<file path="config.mk">
export PLATFORM = sky130hd
export DESIGN_NAME = bmhq_ctrl
export DESIGN_NICKNAME = d
export VERILOG_FILES = /design/src/hdl/bmhq_pkg.sv /design/src/hdl/bmhq_ctrl.sv
export SDC_FILE = /design/constraint.sdc
export NUM_CORES = 1
export LEC_CHECK = 0
export BUFFER_PORTS_ARGS = -buffer_cell sky130_fd_sc_hd__buf_2
export CORE_MARGIN = 5
export CORE_UTILIZATION = 61
export CTS_CLUSTER_DIAMETER = 100
export DETAILED_ROUTE_END_ITERATION = 6
export PLACE_DENSITY = 0.95
export SETUP_SLACK_MARGIN = 0.05
export SLEW_MARGIN = 10
export SYNTH_ARGS = -nofsm -noshare
export SYNTH_HDL_FRONTEND = slang
export SYNTH_SLANG_ARGS = --single-unit
</file>
<file path="constraint.sdc">
create_clock -name clk -period 13.8 [get_ports clk]
set_input_delay 1.38 -clock clk [delete_from_list [all_inputs] [get_ports clk]]
set_output_delay 1.38 -clock clk [all_outputs]
set_load 0.02 [all_outputs]
</file>
<file path="src/hdl/bmhq_pkg.sv">
// Shared constants, payload types and status codes for the binary max-heap queue.
`default_nettype none

package bmhq_pkg;

  // Storage geometry.
  localparam int DEPTH   = 1024;
  localparam int ADDR_W  = $clog2(DEPTH);
  localparam int SLOT_W  = $clog2(DEPTH + 1);

  // Field widths fixed by the interface.
  localparam int KEY_W   = 32;
  localparam int CNT_W   = 11;
  localparam int LIMIT_W = 11;

  // Reset value of the capacity limit register.
  localparam logic [LIMIT_W-1:0] LIMIT_RESET = LIMIT_W'(1024);

  // Operation codes.
  localparam logic MODE_INSERT = 1'b0;
  localparam logic MODE_REMOVE = 1'b1;

  typedef enum logic [1:0] {
    ST_DONE  = 2'd0,
    ST_FULL  = 2'd1,
    ST_EMPTY = 2'd2
  } status_t;

  typedef struct packed {
    logic                    mode;
    logic signed [KEY_W-1:0] value;
  } in_item_t;

  typedef struct packed {
    logic signed [KEY_W-1:0] removed_value;
    status_t                 status;
    logic [CNT_W-1:0]        entry_count;
    logic                    is_empty;
  } out_item_t;

endpackage

`default_nettype wire

</file>
<file path="src/hdl/bmhq_ctrl.sv">
// Heap sequencer: sift-up for inserts and sift-down for removes over the heap RAM.
`default_nettype none

module bmhq_ctrl
  import bmhq_pkg::*;
(
  input  wire logic                clk,
  input  wire logic                rst_n,
  input  wire logic                start,
  input  wire in_item_t            in_item,
  output logic                     busy,
  input  wire logic [LIMIT_W-1:0]  cfg_limit,
  output logic                     out_valid,
  output out_item_t                out_item,
  output logic                     ram_wr_en,
  output logic [ADDR_W-1:0]        ram_wr_addr,
  output logic [KEY_W-1:0]         ram_wr_data,
  output logic [ADDR_W-1:0]        ram_rd_addr_a,
  output logic [ADDR_W-1:0]        ram_rd_addr_b,
  input  wire logic [KEY_W-1:0]    ram_rd_data_a,
  input  wire logic [KEY_W-1:0]    ram_rd_data_b
);

  typedef enum logic [1:0] {
    S_IDLE,
    S_UP,
    S_LOAD,
    S_DOWN
  } state_t;

  state_t                  state_r, state_nxt;
  logic [SLOT_W-1:0]       cnt_r, cnt_nxt;
  logic [SLOT_W-1:0]       pos_r, pos_nxt;
  logic [SLOT_W-1:0]       last_r, last_nxt;
  logic signed [KEY_W-1:0] key_r, key_nxt;
  logic signed [KEY_W-1:0] top_r, top_nxt;
  logic                    out_valid_r, out_valid_nxt;
  out_item_t               out_item_r, out_item_nxt;

  logic [SLOT_W:0]         child_a;
  logic [SLOT_W:0]         child_b;
  logic [SLOT_W:0]         cnt_inc;
  logic                    has_a;
  logic                    has_b;
  logic                    pick_b;
  logic signed [KEY_W-1:0] val_a;
  logic signed [KEY_W-1:0] val_b;
  logic signed [KEY_W-1:0] child_val;
  logic [SLOT_W-1:0]       child_slot;
  logic                    is_full;

  // Heap slots count from 1; slot s lives at RAM address s-1.
  function automatic logic [ADDR_W-1:0] slot_addr(input logic [SLOT_W:0] s);
    logic [SLOT_W:0] d;
    d = s - 1'b1;
    return d[ADDR_W-1:0];
  endfunction

  // Child slots of the current position and the larger-child selection.
  assign child_a    = {pos_r, 1'b0};
  assign child_b    = child_a + 1'b1;
  assign has_a      = child_a <= {1'b0, last_r};
  assign has_b      = child_b <= {1'b0, last_r};
  assign val_a      = $signed(ram_rd_data_a);
  assign val_b      = $signed(ram_rd_data_b);
  assign pick_b     = has_b && (val_a < val_b);
  assign child_val  = pick_b ? val_b : val_a;
  assign child_slot = pick_b ? child_b[SLOT_W-1:0] : child_a[SLOT_W-1:0];
  assign cnt_inc    = {1'b0, cnt_r} + 1'b1;

  // Full when the count has reached the limit or the physical depth.
  assign is_full = (32'(cnt_r) >= 32'(cfg_limit)) || (32'(cnt_r) >= DEPTH);

  // Next-state and RAM access logic.
  always_comb begin
    state_nxt     = state_r;
    cnt_nxt       = cnt_r;
    pos_nxt       = pos_r;
    last_nxt      = last_r;
    key_nxt       = key_r;
    top_nxt       = top_r;
    out_valid_nxt = 1'b0;
    out_item_nxt  = out_item_r;
    ram_wr_en     = 1'b0;
    ram_wr_addr   = slot_addr({1'b0, pos_r});
    ram_wr_data   = key_r;
    ram_rd_addr_a = '0;
    ram_rd_addr_b = '0;

    case (state_r)
      S_IDLE: begin
        if (start) begin
          if (in_item.mode == MODE_INSERT) begin
            if (is_full) begin
              out_valid_nxt = 1'b1;
              out_item_nxt  = '{removed_value: '0, status: ST_FULL,
                                entry_count: CNT_W'(cnt_r), is_empty: cnt_r == '0};
            end else begin
              // New key goes into the slot past the end; fetch its parent.
              cnt_nxt       = cnt_inc[SLOT_W-1:0];
              pos_nxt       = cnt_inc[SLOT_W-1:0];
              key_nxt       = in_item.value;
              ram_rd_addr_a = slot_addr(cnt_inc >> 1);
              state_nxt     = S_UP;
            end
          end else begin
            if (cnt_r == '0) begin
              out_valid_nxt = 1'b1;
              out_item_nxt  = '{removed_value: '0, status: ST_EMPTY,
                                entry_count: CNT_W'(cnt_r), is_empty: 1'b1};
            end else begin
              // Fetch the root and the last entry, which becomes the sifted key.
              cnt_nxt       = cnt_r - 1'b1;
              last_nxt      = cnt_r - 1'b1;
              pos_nxt       = SLOT_W'(1);
              ram_rd_addr_a = slot_addr((SLOT_W+1)'(1));
              ram_rd_addr_b = slot_addr({1'b0, cnt_r});
              state_nxt     = S_LOAD;
            end
          end
        end
      end

      S_UP: begin
        // Parent data is on port A; move it down while it is smaller than the key.
        ram_wr_en = 1'b1;
        if ((pos_r != SLOT_W'(1)) && (val_a < key_r)) begin
          ram_wr_data   = ram_rd_data_a;
          pos_nxt       = pos_r >> 1;
          ram_rd_addr_a = slot_addr({1'b0, pos_r} >> 2);
        end else begin
          ram_wr_data   = key_r;
          out_valid_nxt = 1'b1;
          out_item_nxt  = '{removed_value: '0, status: ST_DONE,
                            entry_count: CNT_W'(cnt_r), is_empty: cnt_r == '0};
          state_nxt     = S_IDLE;
        end
      end

      S_LOAD: begin
        // Latch the old root and the key, then fetch both children of the root.
        top_nxt       = val_a;
        key_nxt       = val_b;
        ram_rd_addr_a = slot_addr(child_a);
        ram_rd_addr_b = slot_addr(child_b);
        state_nxt     = S_DOWN;
      end

      S_DOWN: begin
        // Children data is on ports A and B; pull the larger one up if it beats the key.
        ram_wr_en = 1'b1;
        if (has_a && (key_r < child_val)) begin
          ram_wr_data   = child_val;
          pos_nxt       = child_slot;
          ram_rd_addr_a = slot_addr({child_slot, 1'b0});
          ram_rd_addr_b = slot_addr({child_slot, 1'b1});
        end else begin
          ram_wr_data   = key_r;
          out_valid_nxt = 1'b1;
          out_item_nxt  = '{removed_value: top_r, status: ST_DONE,
                            entry_count: CNT_W'(cnt_r), is_empty: cnt_r == '0};
          state_nxt     = S_IDLE;
        end
      end

      default: begin
        state_nxt = S_IDLE;
      end
    endcase
  end

  // State, working registers and the registered result.
  always_ff @(posedge clk) begin
    if (!rst_n) begin
      state_r     <= S_IDLE;
      cnt_r       <= '0;
      out_valid_r <= 1'b0;
    end else begin
      state_r     <= state_nxt;
      cnt_r       <= cnt_nxt;
      pos_r       <= pos_nxt;
      last_r      <= last_nxt;
      key_r       <= key_nxt;
      top_r       <= top_nxt;
      out_valid_r <= out_valid_nxt;
      out_item_r  <= out_item_nxt;
    end
  end

  assign busy      = state_r != S_IDLE;
  assign out_valid = out_valid_r;
  assign out_item  = out_item_r;

endmodule

`default_nettype wire

</file>
Word level (Yosys, flattened, before mapping)

Cells that the tools add are included.

Flip-flop bits (word level): 146
Input bits: 111
Output and inout bits: 111

Add/sub/neg operators: 11
$lt $le $gt $ge: 7
Equality and inequality tests: 17
Mux-type cells: 51
Bitwise operators: 1
Reduce and logical (&&, ||, !) cells: 17

Operator list:

| operator                                                              | number |
|---|---|
| 46-bit two-way mux                                                    | 6 |
| 32-bit two-way mux                                                    | 6 |
| 46-bit one-hot mux with 3 select lines                                | 1 |
| 32-bit one-hot mux with 2 select lines                                | 2 |
| 11-bit two-way mux                                                    | 9 |
| 32-bit less-than comparator                                           | 3 |
| 10-bit two-way mux                                                    | 9 |
| 10-bit by 1-bit subtractor with 10-bit output (second input constant) | 7 |
| 10-bit one-hot mux with 4 select lines                                | 1 |
| 11-bit one-hot mux with 3 select lines                                | 1 |
| 10-bit one-hot mux with 3 select lines                                | 1 |
| 12-bit by 11-bit <= comparator with 1-bit output                      | 2 |
| 2-bit != test (second input constant)                                 | 9 |
| 5-bit AND reduction                                                   | 3 |
| 7-bit AND reduction                                                   | 2 |
| 12-bit by 1-bit adder with 12-bit output (second input constant)      | 1 |
| 2-bit two-way mux                                                     | 6 |
| 3-bit != test (second input constant)                                 | 4 |
| 11-bit by 1-bit adder with 11-bit output (second input constant)      | 1 |
| 11-bit >= comparator                                                  | 1 |
| 11-bit >= comparator (second input constant)                          | 1 |
| 11-bit logical NOT                                                    | 1 |
| 11-bit by 1-bit != test with 1-bit output (second input constant)     | 1 |
| 11-bit by 1-bit subtractor with 11-bit output (second input constant) | 1 |
| 15 further kinds                                                      | 25 |

Logic depth before layout (Yosys ltp)

Gate-level depths: netlist of the first run.

Depth in word-level cells: 8
Mapped depth: 23

Worst setup path before layout of the first run

No wires, ideal clock.

Path kind: input -> register
Start: input port ram_rd_data_b[30]
End: register out_item_r, in the netlist out_item[0], enable pin
Library setup time: 0.449 ns
Arrival time: 7.313 ns
Required time: 13.351 ns
Path slack: 6.037 ns
Stages: 22
Buffers on the path: 3
Path through: inv_1 -> ha_1 -> a21oi_2 -> nand2_1 -> a221o_1 -> a211o_1 -> or3_1 -> and3_4 -> buf_12 -> buf_12 -> mux2i_2 -> ha_1 -> a21o_1 -> a21o_1 -> a21oi_1 -> o221ai_1 -> a221oi_1 -> o21ai_1 -> nor2_4 -> buf_2 -> nand2_1 -> nor2_1

Cells in the longest elaborated chain, start to end: 7

Ends and longest elaborated chain:

| item                              | RTL line         | source |
|---|---|---|
| from (decl)                       | bmhq_ctrl.sv:21  | `input wire logic [KEY_W-1:0] ram_rd_data_b` |
| 32-bit less-than comparator       | bmhq_ctrl.sv:66  | `assign pick_b = has_b && (val_a < val_b);` |
| 1-bit logical AND                 | bmhq_ctrl.sv:66  |  |
| 32-bit two-way mux (*)            | bmhq_ctrl.sv:67  | `assign child_val = pick_b ? val_b : val_a;` |
| 32-bit less-than comparator (*)   | bmhq_ctrl.sv:152 | `if (has_a && (key_r < child_val)) begin` |
| 1-bit logical AND (*)             | bmhq_ctrl.sv:152 |  |
| 2-bit != test (no line) (*)       | n/a              |  |
| 7-bit AND reduction (no line) (*) | n/a              |  |
| to (signal assigned)              | bmhq_ctrl.sv:186 | `out_item_r <= out_item_nxt;` |
| to (decl)                         | bmhq_ctrl.sv:38  | `out_item_t out_item_r, out_item_nxt;` |

Every way passes the cells marked *; elsewhere a longest branch is shown, timed or not.
A chain may end at the register's enable or synchronous reset.

Worst setup path in the final report of the first run

Start: input port ram_rd_data_a[23]
End: output port ram_wr_data[0]

Cells in the longest elaborated chain, start to end: 7

Ends and longest elaborated chain:

| item                                       | RTL line         | source |
|---|---|---|
| from (decl)                                | bmhq_ctrl.sv:20  | `input wire logic [KEY_W-1:0] ram_rd_data_a,` |
| 32-bit less-than comparator                | bmhq_ctrl.sv:66  |  |
| 1-bit logical AND                          | bmhq_ctrl.sv:66  |  |
| 32-bit two-way mux                         | bmhq_ctrl.sv:67  |  |
| 32-bit less-than comparator                | bmhq_ctrl.sv:152 |  |
| 1-bit logical AND                          | bmhq_ctrl.sv:152 |  |
| 32-bit two-way mux                         | bmhq_ctrl.sv:152 |  |
| 32-bit one-hot mux with 2 select lines (*) | bmhq_ctrl.sv:90  | `case (state_r)` |
| to (decl)                                  | bmhq_ctrl.sv:17  | `output logic [KEY_W-1:0] ram_wr_data,` |

Marks and branches as above.

==> out/metrics.csv, run 1 <==
metric,value,unit
synth.top_cell.area_share,0.370,
ys_ff_latch,146,
report.final.slew_viol_count,0,
grt_pass1_vias,9557,
netlist_area,0.0107,sq mm
fin_util,0.728,
grt_setup_unrepaired,no,
synthAdderAreaFrac,0.145,
portBuffers,221,
syn-mean-instance-area,9.87,sq um
cp.arrival,7480,ps
synth_warnings,0,
num_rows,48,
synthArstFlopShare,0,
synth_largest_area_cell,edfxtp_1,
violations,design-rule violations,
synth_top_family_by_area,compound AO/OA/AOI/OAI gates,
grt_max_degree,49,
power.leakage,5.81,nW
worstSetupEndpointType,output port,
relSlewSlack,0.203,
clk_path_buf_depth,2,
finalHoldViolCount,0,
r2r_start,pos_r[7]$_DFFE_PP_,
cts_setup_buffers,0,
crit_fanout,37,
cts_resized,0,
hold_path_class,flip-flop to flip-flop,
r2r_setup_slack,6770,ps
die_area,0.0203,sq mm
core_area,0.0172,sq mm
drv_cap,0,
crit_start,ram_rd_data_a[23],
overflow,0,
track_usage,0.321,
path_class,primary input to output port,
endpoint,ram_wr_data[0],
clock-root-buffer,clkbuf_16,
cp_common_cell,a21oi_1,
syn2layout_area_growth,17.2,%
synth_nets,1319,
worstMarginPinSlew,1200,ps
initial_core_util,0.621,
ys_types,66,
setup-tns-final,0,ps
crit_chain,buf_2 > ha_1 > a21oi_1 > o21ai_1 > a221o_1 > a211o_1 > o21ai_0 > and3_4 > mux2i_1 > ha_1 > a21o_1 > a21o_1 > a21oi_1 > o221ai_1 > a221oi_1 > o21ai_1 > nor2_4 > buf_4 > a21oi_1 > a221o_1 > buf_2,
power_density,175,mW/mm^2
crit_path_max_incr_delay,820,ps
synthTopCellsByArea,"edfxtp_1 37%, ha_1 14%, inv_1 3.7%",
place.gp.congestion,0.982,
fp.dieH,142,um
hpwl,24.2,mm
cts_tree,yes,
r2r-end,out_item[34]$_DFFE_PP_,
num_vias,9672,
skew,9.83,ps
antenna_found_initial,1,
status,finished with violations,
drt-pass1-iter-count,7,
fin_crit_sh,0.642,
synthTopCellsByCount,"132 x edfxtp_1, 124 x ha_1, 106 x inv_1",
synth_compound_area_frac,0.162,
post_drt_wl_per_cell,21.6,um
slowest_stage,and3_4,
cp.required,12420,ps
cts_inserted_buffers,17,
drive_above_1_share,0.240,
synth_edf_count,132,
clk_latency,430,ps
clock_sinks,146,
synth_cells,1084,
synth_mux_area_frac,0.0479,
io_pins,222,
die_w,142,um
fin_crit,8860,ps
cts_max_level,4,
synthXorXnorAreaFrac,0.0409,
seq_area_frac_synth,0.397,
grt_pass1_wl,50.8,mm
viasPerCell,6.40,
drc,6,
synthSimpleGateAreaFrac,0.142,
setup_viol,0,
peakVddDrop,0.103,mV
cp-start-kind,primary input,
cts.hold.buffers_added,0,
dr.first_iter.drc_count,1015,
clk_pin_slew,60,ps
max_clock_freq,113,MHz
synth_ff_type,edfxtp_1,
ff2ff_path_depth,20,
nets,1508,
ant_nets,0,
synth.most_common_cell,edfxtp_1,
wirelength,32.7,mm
## metal layers
metal | part of all wire | up-vias | global-route usage
met2 | 0.46 | 767 | 0.523
met1 | 0.37 | 4444 | 0.421
met4 | 0.047 | 0 | 0.146
met3 | 0.12 | 121 | 0.0531
li1 | - | 4340 | -
met5 | 0 | - | 0
## worst min-delay path by stage
stage,startpoint,endpoint,depth (start not counted)
3_5_place_dp,top_r[25]$_DFFE_PP_,out_item[39]$_DFFE_PP_,1
3_3_place_gp,top_r[5]$_DFFE_PP_,out_item[19]$_DFFE_PP_,1
2_1_floorplan,cnt_r[3]$_SDFFE_PN0P_,out_item[4]$_DFFE_PP_,0
6_report,top_r[11]$_DFFE_PP_,out_item[25]$_DFFE_PP_,1
5_1_grt,top_r[11]$_DFFE_PP_,out_item[25]$_DFFE_PP_,1
4_1_cts,top_r[25]$_DFFE_PP_,out_item[39]$_DFFE_PP_,1
## placed cells by master (no fill, tap or decap), types with 4 or more instances in the layout
| master | instances |
|---|---|
| bufinv_16 | 5 |
| or3_1 | 7 |
| nand4_1 | 18 |
| mux2i_4 | 5 |
| nor2b_1 | 12 |
| and3_1 | 37 |
| mux2i_1 | 8 |
| edfxtp_1 | 132 |
| o21ai_1 | 9 |
| buf_2 | 221 |
| and4_1 | 6 |
| inv_1 | 106 |
| nor3_1 | 12 |
| nor2_1 | 66 |
| o21ai_0 | 68 |
| nand2b_1 | 7 |
| clkbuf_16 | 17 |
| o221ai_1 | 4 |
| a22oi_1 | 16 |
| a21o_1 | 28 |
| a221o_1 | 33 |
| a31oi_1 | 5 |
| buf_4 | 9 |
| and2_1 | 7 |
| a211o_1 | 4 |
| o21a_1 | 6 |
| inv_6 | 7 |
| xnor2_1 | 27 |
| ha_1 | 124 |
| dfxtp_1 | 13 |
| xor2_1 | 23 |
| mux2_2 | 4 |
| nand2_1 | 94 |
| nand3_1 | 18 |
| o211ai_1 | 10 |
| mux2i_2 | 20 |
| a21oi_1 | 49 |
## where the power goes
group | internal (mW) | total (mW) | switching, mW | leakage [nW]
combinational | 0.356 | 0.993 | 0.637 | 4.15
clock | 0.328 | 0.530 | 0.202 | 0.324
sequential | 0.590 | 0.674 | 0.0832 | 1.33
total | 1.27 | 2.20 | 0.923 | 5.81
## worst max-delay path: cells and delay by family
kind	cells	cell delay, ps
AOI/OAI and AO/OA	13	3020
muxes	1	340
buffers and inverters	3	790
and+or+nand+nor	2	1270
adders and majority gates	2	640
## area by class of cell
cell class,count,area [sq um]
multi-input combinational,772,5770
fill,1201,4690
sequential,146,4250
timing repair buffer,230,1170
clock buffer,17,425
inverter,106,398
tap,225,282
clock inverter,15,241
antenna,1,2.50
## logic make-up after synthesis
logic type,after synthesis
AND/OR/NAND/NOR,305
adder cells (fa/ha/maj),124
multiplexers,37
flip-flops,146
buffers and inverters,166
XOR/XNOR,50
AO/OA/AOI/OAI,256
## per-stage QoR
stage,instance area [sq um],setup slack (ps),power (mW),hold slack (ps),cells
final,12500,4940,2.20,561,1512
after CTS,12500,5070,2.17,562,1511
after global placement,11900,5180,1.61,538,1479
after floorplan,10700,6040,1.34,429,1084
after detailed placement,11900,5070,1.64,546,1479
after global routing,12500,4600,2.30,577,1512
## registers in the layout (all words and copies together) (netlist names)
name and cells:
key_r 32, last_r 11, cnt_r 11, out_valid 1, pos_r 11, state_r 2
top_r 32, out_item 46
(Power assumes the default switching activity.)
==> inputs of run 2 (changes only) <==
--- a/config.mk
+++ b/config.mk
@@ -7,10 +7,10 @@
 export LEC_CHECK = 0
 export BUFFER_PORTS_ARGS = -buffer_cell sky130_fd_sc_hd__buf_2
 export CORE_MARGIN = 5
-export CORE_UTILIZATION = 61
+export CORE_UTILIZATION = 56
 export CTS_CLUSTER_DIAMETER = 100
 export DETAILED_ROUTE_END_ITERATION = 6
-export PLACE_DENSITY = 0.95
+export PLACE_DENSITY = 0.88
 export SETUP_SLACK_MARGIN = 0.05
 export SLEW_MARGIN = 10
 export SYNTH_ARGS = -nofsm -noshare
==> constraint.sdc (replaced) <==
create_clock -name clk -period 8.45 [get_ports clk]
set_input_delay 0.845 -clock clk [delete_from_list [all_inputs] [get_ports clk]]
set_output_delay 0.845 -clock clk [all_outputs]
set_load 0.02 [all_outputs]
==> run 2 against run 1 <==
Compared with the run above: the run still ends with design-rule violations left; critical path depth grew 1; cell count grew 0.40%; clock skew grew 2.0 ps; worst hold slack lost 4.0 ps; global-route usage shrank 3.2 points; via count shrank 1.2%; setup slack lost 4400 ps; clock-buffer cell count grew 5; sequential power grew 66%; cell area shrank 0.86%; critical path type unchanged; critical endpoint unchanged; largest cell class unchanged.
==> out/metrics.csv, run 2 (synthesis results as in run 1) <==
metric,value,unit
grt_max_degree,68,
post_drt_wl_per_cell,21.3,um
io_pins,222,
grt_pass1_vias,9543,
track_usage,0.289,
worstSetupEndpointType,output port,
fillers,1460,
clock_sinks,146,
dr.first_iter.drc_count,893,
wirelength,32.4,mm
report.final.slew_viol_count,0,
portBuffers,221,
holdWs,557,ps
crit_start,ram_rd_data_a[21],
grt_setup_unrepaired,no,
fin_crit_sh,0.935,
ant_nets,0,
drt-pass1-iter-count,7,
final_cell_mix,"221 x buf_2, 132 x edfxtp_1, 124 x ha_1",
antenna_found_initial,1,
clock-root-buffer,clkbuf_16,
r2r_start,pos_r[7]$_DFFE_PP_,
violations,design-rule violations,
clk_pin_slew,60,ps
max_clock_freq,127,MHz
cts_tree,yes,
crit_chain,buf_2 > ha_1 > a21oi_1 > o21ai_1 > a221o_1 > a211o_1 > o21ai_0 > and3_4 > buf_4 > mux2i_2 > ha_1 > a21o_1 > a21o_1 > a21oi_1 > o21ai_0 > a221oi_1 > o21ai_1 > nor2_4 > buf_4 > a21oi_1 > a221o_1 > buf_2,
cts.hold.buffers_added,0,
setup_viol,0,
holdCritStartpoint,top_r[25]$_DFFE_PP_,
grt.met3_usage,0.0634,
relSlewSlack,0.249,
cts_resized,0,
die_w,148,um
hold_path_class,flip-flop to flip-flop,
clk_path_buf_depth,2,
setup-tns-final,0,ps
top_usage_layer,met2,
power.leakage,5.76,nW
final_common_cell,buf_2,
peakVddDrop,0.157,mV
core_area,0.0188,sq mm
power_density,275,mW/mm^2
drive_above_1_share,0.238,
syn2layout_area_growth,16.2,%
nets,1505,
largest_register_ffs,46,
cts_inserted_buffers,17,
fin_crit,7900,ps
cp-start-kind,primary input,
worstMarginPinSlew,1130,ps
overflow,0,
grt.met2_usage,0.462,
design_area,0.0124,sq mm
slowest_stage,and3_4,
grt_pass1_wl,50.2,mm
status,finished with violations,
cp_common_cell,a21oi_1,
cts_setup_buffers,0,
instances_no_fill,1518,
grtUsageMet1,0.371,
num_vias,9556,
finalHoldViolCount,0,
crit_path_max_incr_delay,690,ps
place_inst,1485,
skew,11.8,ps
cp.required,7610,ps
cp.arrival,7050,ps
path_class,primary input to output port,
num_rows,50,
initial_core_util,0.570,
die_area,0.0220,sq mm
clk_latency,420,ps
crit_fanout,27,
place.gp.congestion,0.989,
viasPerCell,6.30,
hpwl,24.4,mm
post_dp_cell_area,0.0119,sq mm
drc,1,
drv_cap,0,
cts_max_level,4,
fp.dieH,148,um
run 2: path summary, 6_finish.rpt:
check,to,slack (ps),depth (start not counted)
worst max-delay path,ram_wr_data[0],550,22
worst min-delay path,out_item[39]$_DFFE_PP_,560,1
worst max register to register,out_item[40]$_DFFE_PP_,1410,21
worst min register to register,out_item[39]$_DFFE_PP_,560,1
run 2: cell type report:
type	instances	area [sq um]	area share
clock inverters	10	66.3	0.00533
repair buffers	227	1150	0.0926
clock buffers	22	497	0.0399
well taps	234	293	0.0235
diodes	1	2.50	0.000201
inverters	106	398	0.0320
multi-input cells	772	5780	0.465
flip-flops and latches	146	4250	0.342
run 2: worst max-delay path, delay by kind of cell:
kind                       cells  cell delay (ps)
adders and majority gates      2              620
AOI/OAI and AO/OA             13             2840
and+or+nand+nor                2             1330
muxes                          1              280
buffers and inverters          4             1140
run 2: power by group:
group | switching [mW] | internal [mW] | leakage (nW)
logic | 0.993 | 0.580 | 4.14
registers | 0.159 | 0.965 | 1.33
clock network | 0.303 | 0.420 | 0.286
run 2: layer usage:
metal / wire [um] / part of all wire
met5: 0 / 0
met4: 1470 / 0.045
met3: 3600 / 0.11
met2: 15000 / 0.46
met1: 12300 / 0.38
run 2: stage by stage:
stage | total power, mW | util | worst slack (ps)
after floorplan | 2.19 | - | 1220
after global placement | 2.62 | 0.632 | 909
after detailed placement | 2.66 | 0.632 | 683
after CTS | 3.40 | 0.662 | 668
after global routing | 3.60 | 0.663 | 183
final | 3.42 | 0.663 | 553
